===== config.mk =====
export PLATFORM = sky130hd
export DESIGN_NAME = isqrt_binary_search_core_flat
export DESIGN_NICKNAME = d
export VERILOG_FILES = /design/src/sv/isqrt_pkg.sv /design/src/sv/isqrt_in_if.sv /design/src/sv/isqrt_out_if.sv /design/src/sv/isqrt_binary_search_core.sv /design/src/sv/isqrt_datapath.sv /design/src/sv/isqrt_ctrl.sv /design/src/flat_wrapper.sv
export SDC_FILE = /design/constraint.sdc
export NUM_CORES = 1
export LEC_CHECK = 0
export BUFFER_PORTS_ARGS = -buffer_cell sky130_fd_sc_hd__buf_2
export CORE_UTILIZATION = 30
export DETAILED_ROUTE_END_ITERATION = 8
export GPL_TIMING_DRIVEN = 0
export PLACE_DENSITY = 0.55
export SLEW_MARGIN = 10
export SYNTH_ARGS = -nofsm -noshare
export SYNTH_HDL_FRONTEND = slang
export SYNTH_SLANG_ARGS = --single-unit

===== constraint.sdc =====
create_clock -name clk -period 9.4 [get_ports clk]
set_clock_uncertainty 0.05 [all_clocks]
set_input_delay 0.47 -clock clk [delete_from_list [all_inputs] [get_ports clk]]
set_output_delay 0.47 -clock clk [all_outputs]
set_load 0.02 [all_outputs]

===== src/sv/isqrt_pkg.sv =====
// ----------------------------------------------------------------------------
// isqrt_pkg
// Shared types and constants for the binary-search integer square root core.
// ----------------------------------------------------------------------------
package isqrt_pkg;

  // width of the result word
  localparam int ROOT_W = 16;

  typedef enum logic [2:0] {
    ST_IDLE,
    ST_SEED,
    ST_SQUARE,
    ST_UPDATE,
    ST_FINISH
  } state_t;

  // controller -> datapath
  typedef struct packed {
    logic load;    // capture radicand
    logic seed;    // set search bounds from leading-zero count
    logic square;  // register mid * mid
    logic update;  // narrow the interval
    logic finish;  // load result register
  } cmd_t;

  // datapath -> controller
  typedef struct packed {
    logic done;    // interval closed (upper < lower)
  } status_t;

endpackage


===== src/sv/isqrt_in_if.sv =====
// ----------------------------------------------------------------------------
// isqrt_in_if
// Valid/ready channel carrying one radicand word.
// ----------------------------------------------------------------------------
interface isqrt_in_if #(
  parameter int RADICAND_WIDTH = 32
);
  logic                      valid;
  logic                      ready;
  logic [RADICAND_WIDTH-1:0] radicand;

  modport source (output valid, output radicand, input ready);
  modport sink   (input valid, input radicand, output ready);
endinterface


===== src/sv/isqrt_out_if.sv =====
// ----------------------------------------------------------------------------
// isqrt_out_if
// Valid/ready channel carrying one root word.
// ----------------------------------------------------------------------------
interface isqrt_out_if;
  logic                          valid;
  logic                          ready;
  logic [isqrt_pkg::ROOT_W-1:0]  root;

  modport source (output valid, output root, input ready);
  modport sink   (input valid, input root, output ready);
endinterface


===== src/sv/isqrt_binary_search_core.sv =====
// Sequence: a seed step, then search rounds (square, then narrow), then a
//   closing check and the output load, which waits until the output
//   register is free.
// Throughput: one word per search; the next radicand waits until the
//   previous root is loaded.
// Reset: synchronous rst clears the sequencer and the output valid flag.
// ----------------------------------------------------------------------------
// isqrt_binary_search_core
// Floor square root of an unsigned radicand by binary search over the root.
// ----------------------------------------------------------------------------
//
// Flow per word:
//   IDLE    take the radicand into the datapath.
//   SEED    find the leading one, set upper bound b = 2^k - 1 and lower
//           probe a = 2^(k-1) + 1 with k = ceil(significant bits / 2);
//           a zero radicand seeds an empty interval that yields 0.
//   SQUARE  if b < a the search is over, else register mid * mid.
//   UPDATE  compare the square with the radicand, move a or b past the
//           midpoint and form the next midpoint.
//   FINISH  load a - 1 into the output register when it is free.
//
// Round count is data dependent: at most k - 1 rounds for a radicand with
// 2k significant bits. The squarer (ceil(W/2) bits square) and the wide
// compare sit in separate cycles, so a round spans a SQUARE and an UPDATE state.
module isqrt_binary_search_core #(
  parameter int RADICAND_WIDTH = 32
) (
  input  logic          clk,
  input  logic          rst,
  isqrt_in_if.sink      req,
  isqrt_out_if.source   rsp
);

  isqrt_pkg::cmd_t    cmd;
  isqrt_pkg::status_t status;

  // sequencer: owns handshake and output valid flag
  isqrt_ctrl u_ctrl (
    .clk       (clk),
    .rst       (rst),
    .in_valid  (req.valid),
    .in_ready  (req.ready),
    .out_valid (rsp.valid),
    .out_ready (rsp.ready),
    .status    (status),
    .cmd       (cmd)
  );

  // bounds, squarer, result word register
  isqrt_datapath #(
    .RADICAND_WIDTH (RADICAND_WIDTH)
  ) u_datapath (
    .clk      (clk),
    .radicand (req.radicand),
    .cmd      (cmd),
    .status   (status),
    .root     (rsp.root)
  );

endmodule


===== src/sv/isqrt_datapath.sv =====
// ----------------------------------------------------------------------------
// isqrt_datapath
// Bound registers, midpoint squarer and compare for the binary search.
// ----------------------------------------------------------------------------
module isqrt_datapath #(
  parameter int RADICAND_WIDTH = 32
) (
  input  logic                          clk,
  input  logic [RADICAND_WIDTH-1:0]     radicand,
  input  isqrt_pkg::cmd_t               cmd,
  output isqrt_pkg::status_t            status,
  output logic [isqrt_pkg::ROOT_W-1:0]  root
);

  localparam int W  = RADICAND_WIDTH;
  localparam int HW = (W + 1) / 2;          // root width
  localparam int AW = HW + 1;               // lower bound may reach 2^HW
  localparam int SW = AW + 1;               // bound sums
  localparam int PW = 2 * HW;               // square width
  localparam int KW = $clog2(W + 2);        // msb index / seed exponent
  localparam int EW = (AW > isqrt_pkg::ROOT_W) ? AW : isqrt_pkg::ROOT_W;

  logic [W-1:0]  x;
  logic [AW-1:0] a;
  logic [AW-1:0] b;
  logic [HW-1:0] m;
  logic [PW-1:0] prod;

  logic          found;
  logic [KW-1:0] msb;
  logic [KW-1:0] k;
  logic [AW-1:0] a_seed;
  logic [AW-1:0] b_seed;
  logic [SW-1:0] sum_seed;

  logic          gt;
  logic [AW-1:0] m_ext;
  logic [AW-1:0] a_upd;
  logic [AW-1:0] b_upd;
  logic [SW-1:0] sum_upd;
  logic [EW-1:0] res;

  // seed: b = 2^k - 1, a = 2^(k-1) + 1, k = ceil(sig bits / 2).
  // k never exceeds HW, so the cap at 2^HW - 1 is implied by the width.
  // zero radicand seeds a = 1, b = 0 so the search closes at once on 0.
  always_comb begin
    msb   = '0;
    found = |x;
    for (int i = 0; i < W; i++) begin
      if (x[i]) begin
        msb = KW'(i);
      end
    end
    k = KW'((msb + KW'(2)) >> 1);
    for (int i = 0; i < AW; i++) begin
      b_seed[i] = (KW'(i) < k);
    end
    a_seed = (AW'(1) << (k - KW'(1))) + AW'(1);
    if (!found) begin
      a_seed = AW'(1);
      b_seed = '0;
    end
    sum_seed = SW'(a_seed) + SW'(b_seed);
  end

  // interval update from the registered square
  always_comb begin
    gt    = prod > PW'(x);
    m_ext = AW'(m);
    if (gt) begin
      a_upd   = a;
      b_upd   = m_ext - AW'(1);
      sum_upd = SW'(a) + SW'(m_ext) - SW'(1);
    end else begin
      a_upd   = m_ext + AW'(1);
      b_upd   = b;
      sum_upd = SW'(m_ext) + SW'(1) + SW'(b);
    end
    res = EW'(a - AW'(1));
  end

  assign status.done = (b < a);

  always_ff @(posedge clk) begin
    if (cmd.load) begin
      x <= radicand;
    end
    if (cmd.seed) begin
      a <= a_seed;
      b <= b_seed;
      m <= sum_seed[HW:1];
    end
    if (cmd.square) begin
      prod <= PW'(m) * PW'(m);
    end
    if (cmd.update) begin
      a <= a_upd;
      b <= b_upd;
      m <= sum_upd[HW:1];
    end
    if (cmd.finish) begin
      root <= res[isqrt_pkg::ROOT_W-1:0];
    end
  end

endmodule


===== src/sv/isqrt_ctrl.sv =====
// ----------------------------------------------------------------------------
// isqrt_ctrl
// Sequencer for the square root search and the output word register flag.
// ----------------------------------------------------------------------------
module isqrt_ctrl (
  input  logic                clk,
  input  logic                rst,
  input  logic                in_valid,
  output logic                in_ready,
  output logic                out_valid,
  input  logic                out_ready,
  input  isqrt_pkg::status_t  status,
  output isqrt_pkg::cmd_t     cmd
);

  isqrt_pkg::state_t state;
  isqrt_pkg::state_t state_next;
  logic              out_valid_next;
  logic              slot_free;

  assign slot_free = !out_valid || out_ready;

  always_ff @(posedge clk) begin
    if (rst) begin
      state     <= isqrt_pkg::ST_IDLE;
      out_valid <= 1'b0;
    end else begin
      state     <= state_next;
      out_valid <= out_valid_next;
    end
  end

  // next state
  always_comb begin
    state_next = state;
    case (state)
      isqrt_pkg::ST_IDLE: begin
        if (in_valid) begin
          state_next = isqrt_pkg::ST_SEED;
        end
      end
      isqrt_pkg::ST_SEED: begin
        state_next = isqrt_pkg::ST_SQUARE;
      end
      isqrt_pkg::ST_SQUARE: begin
        if (status.done) begin
          state_next = isqrt_pkg::ST_FINISH;
        end else begin
          state_next = isqrt_pkg::ST_UPDATE;
        end
      end
      isqrt_pkg::ST_UPDATE: begin
        state_next = isqrt_pkg::ST_SQUARE;
      end
      isqrt_pkg::ST_FINISH: begin
        if (slot_free) begin
          state_next = isqrt_pkg::ST_IDLE;
        end
      end
      default: begin
        state_next = isqrt_pkg::ST_IDLE;
      end
    endcase
  end

  // outputs
  always_comb begin
    cmd            = '0;
    in_ready       = 1'b0;
    out_valid_next = out_valid && !out_ready;
    case (state)
      isqrt_pkg::ST_IDLE: begin
        in_ready = 1'b1;
        cmd.load = in_valid;
      end
      isqrt_pkg::ST_SEED: begin
        cmd.seed = 1'b1;
      end
      isqrt_pkg::ST_SQUARE: begin
        cmd.square = !status.done;
      end
      isqrt_pkg::ST_UPDATE: begin
        cmd.update = 1'b1;
      end
      isqrt_pkg::ST_FINISH: begin
        if (slot_free) begin
          cmd.finish     = 1'b1;
          out_valid_next = 1'b1;
        end
      end
      default: begin
        cmd = '0;
      end
    endcase
  end

endmodule

===== src/flat_wrapper.sv =====
// flat-port wrapper written by rule: the top's interface ports become plain ports
module isqrt_binary_search_core_flat 
#(
  parameter int RADICAND_WIDTH = 32
)
  (clk, rst, req_valid, req_radicand, req_ready, rsp_valid, rsp_root, rsp_ready);
  isqrt_in_if #(.RADICAND_WIDTH(RADICAND_WIDTH)) req_i ();
  isqrt_out_if rsp_i ();
  input  logic clk;
  input  logic rst;
  input wire logic [$bits(req_i.valid)-1:0] req_valid;
  input wire logic [$bits(req_i.radicand)-1:0] req_radicand;
  output wire logic [$bits(req_i.ready)-1:0] req_ready;
  output wire logic [$bits(rsp_i.valid)-1:0] rsp_valid;
  output wire logic [$bits(rsp_i.root)-1:0] rsp_root;
  input wire logic [$bits(rsp_i.ready)-1:0] rsp_ready;
  assign req_i.valid = req_valid;
  assign req_i.radicand = req_radicand;
  assign req_ready = req_i.ready;
  assign rsp_valid = rsp_i.valid;
  assign rsp_root = rsp_i.root;
  assign rsp_i.ready = rsp_ready;
  isqrt_binary_search_core #(.RADICAND_WIDTH(RADICAND_WIDTH)) u_core (.clk(clk), .rst(rst), .req(req_i), .rsp(rsp_i));
endmodule

==> flow_metrics.env <==
export IMPL_die_h_um=239
export IMPL_yosys_warnings=0
export IMPL_cp_required_ns=9.63
export IMPL_cts_resized=0
export IMPL_firstDrtPassIters=5
export IMPL_postCtsSetupRepairBufs=0
export IMPL_cp_arrival_ns=8.40
export IMPL_cts_max_path_buffers=2
export IMPL_rsz0062_at_grt="no"
export IMPL_dieWidth_um=239
export IMPL_ys_types=82
export IMPL_drtIter0Drc=934
export IMPL_clock_fmax_ghz=0.122
export IMPL_dieArea_um2=56900
export IMPL_grt_usage=0.168
export IMPL_diodes=0
export IMPL_synth_edf_count=129
export IMPL_async_reset_ff_frac=0
export IMPL_coreArea_um2=55200
export IMPL_cap_violations=0
export IMPL_clk_latency_ns=0.45
export IMPL_period_share=0.870
export IMPL_layout_cells_non_filler=2619
export IMPL_synth_seq_cells=133
export IMPL_num_vias=13000
export IMPL_slew_headroom=0.346
export IMPL_ys_seq_area_frac=0.236
export IMPL_synth_ff_type="edfxtp_1"
export IMPL_syn_cell_area_um2=16800
export IMPL_fin_setup_tns_ns=0
export IMPL_cts_buffers=17
export IMPL_dpl_cell_count=2587
export IMPL_rows=86
export IMPL_status="completed"
export IMPL_syn_num_nets=2203
export IMPL_ctsHtreeMaxLevel=4
export IMPL_ant_nets=0
export IMPL_path_clk_slew_ns=0.06
export IMPL_wl_um=46300
export IMPL_synth_cells=1783
export IMPL_report_final_slew_viol_count=0
export IMPL_io_pins=54
export IMPL_cts_root_buf="clkbuf_16"
export IMPL_wire_per_inst_um=17.7
export IMPL_cts_tree="done"
export IMPL_grt_pass1_wl_um=73300
export IMPL_critPathCaptureType="flop"
export IMPL_worst_hold_slack_ns=0.141
export IMPL_worstPathMaxFanout=10
export IMPL_cts_sinks=133
export IMPL_setup_violations=0
export IMPL_hold_viol_final=0
export IMPL_fin_nets=2278
export IMPL_grt_overflow=0
export IMPL_tightest_slew_ns=0.980
export IMPL_grt_pass1_vias=13300
export IMPL_area_delta_synth_final_pct=11.1
export IMPL_hpwl_um=38600
export IMPL_drc=0
export IMPL_drive_gt1_frac=0.0695
export IMPL_period_needed_ns=8.18
export IMPL_worstSetupPathType="reg2reg"
export IMPL_hold_buffers=0
export IMPL_syn_avg_cell_area_um2=9.41
export IMPL_start_kind="flop"
export IMPL_hold_class="in2reg"
export IMPL_grt_max_degree=33
export IMPL_via_per_inst=4.97
export IMPL_initial_core_util=0.304
export IMPL_place_gp_congestion=0.950
export IMPL_antenna_found_initial=0
export IMPL_port_buffers=53
## final timing paths
| kind | start | endpoint | slack [ns] | cells past startpoint |
|---|---|---|---|---|
| worst max-delay path | u_core.u_datapath.m[8] | u_core.u_datapath.prod[31] | 1.22 | 25 |
| worst min-delay path | req_radicand[5] | u_core.u_datapath.x[5] | 0.14 | 1 |
| worst max register to register | u_core.u_datapath.m[8] | u_core.u_datapath.prod[31] | 1.22 | 25 |
| worst min register to register | u_core.u_ctrl.out_valid | u_core.u_ctrl.out_valid | 0.48 | 2 |
## state kept, by name (all words and copies together), names as in the netlist
signal                   cells
u_core.u_datapath.prod      31
u_core.u_datapath.b         17
u_core.u_ctrl.out_valid      1
u_core.u_datapath.m         16
u_core.u_ctrl.state          3
u_core.u_datapath.a         17
u_core.u_datapath.x         32
u_core.u_datapath.root      16
## cells by family after synthesis
family	after synthesis	share of synthesized area
xor gates and xnor gates	114	0.0599
adders and majority gates	384	0.361
DFF	133	0.236
and+or+nand+nor	478	0.133
buffers and inverters	354	0.0793
muxes	17	0.0109
AOI/OAI and AO/OA	303	0.121
## final cells by class
type | instances | area (µm²)
plain buffers | 45 | 171
clock inverters | 14 | 185
inverters | 309 | 1160
multi-input cells | 1296 | 11500
well taps | 748 | 936
fillers | 5684 | 36600
clock buffers | 18 | 429
flip-flops and latches | 133 | 3950
repair buffers | 56 | 292
## layout by cell type, fill, tap and decap left out, types with 6 or more instances in the layout
cell type / n
inv_1: 304
ha_1: 217
nor2_1: 168
fa_1: 167
edfxtp_1: 129
nand2_1: 128
xnor2_1: 87
a21oi_1: 75
o21ai_0: 58
buf_2: 55
clkbuf_1: 39
nor3_1: 35
nand3_1: 30
xor2_1: 26
a21o_1: 26
a211oi_1: 17
clkbuf_16: 17
and3_1: 15
and2_1: 15
nand4_1: 15
nand2b_1: 15
o21ai_1: 13
o21a_1: 13
o211ai_1: 13
a31oi_1: 12
o21bai_1: 11
nor2b_1: 11
nor4_1: 10
mux2_2: 10
clkinv_1: 7
mux2i_1: 7
o31ai_1: 6
or4_1: 6
or2_2: 6
## cells in the mapped netlist, drive strengths merged (12+ instances only)
cell type,number,share of area
a31oi,12,0.0045
xor2,27,0.015
nand2,130,0.029
a211oi,18,0.0083
and2,16,0.0060
a21oi,79,0.024
ha,217,0.16
xnor2,87,0.045
o21ai,71,0.021
and3,15,0.0056
o21a,13,0.0058
nand2b,15,0.0056
edfxtp,129,0.23
a21o,26,0.012
nor3,36,0.011
nand3,30,0.0089
inv,305,0.068
nand4,16,0.0063
fa,167,0.20
o211ai,13,0.0058
clkbuf,38,0.0085
nor2,168,0.038
## stage by stage
stage          worst slack (ns)  utilization  cell area [µm²]
6_report                   1.22        0.338            18600
4_1_cts                    1.37        0.338            18600
5_1_grt                   0.808        0.338            18600
3_3_place_gp               1.52        0.326            18000
2_1_floorplan              2.93            -            16800
3_5_place_dp               1.42        0.327            18000
## routing by layer
metal,vias up,GRT usage,routed length [µm]
met4,0,0.0577,1080
met1,6476,0.223,20700
met3,46,0.0167,1750
met5,-,0,0
met2,320,0.286,22800
li1,6179,-,-
## worst max-delay path, cell delays in order, from the launching register on
cell and delay (ns):
edfxtp_1 0.52, clkbuf_1 0.33, inv_1 0.29, buf_1 0.70
nor2_1 0.14, fa_1 0.64, inv_1 0.09, fa_1 0.44
fa_1 0.56, inv_1 0.05, fa_1 0.47, inv_1 0.05
fa_1 0.53, inv_1 0.06, fa_1 0.43, ha_1 0.21
a21o_1 0.22, nor3_1 0.52, o211ai_1 0.19, a31oi_1 0.44
nor3_1 0.17, nor2_1 0.14, a211o_1 0.19, o2111ai_1 0.15
a21oi_1 0.20, xor2_1 0.22
Power is left out: the tool's default activity adds up to more than one toggle a clock period on the data nets, which glitch-free logic cannot reach.
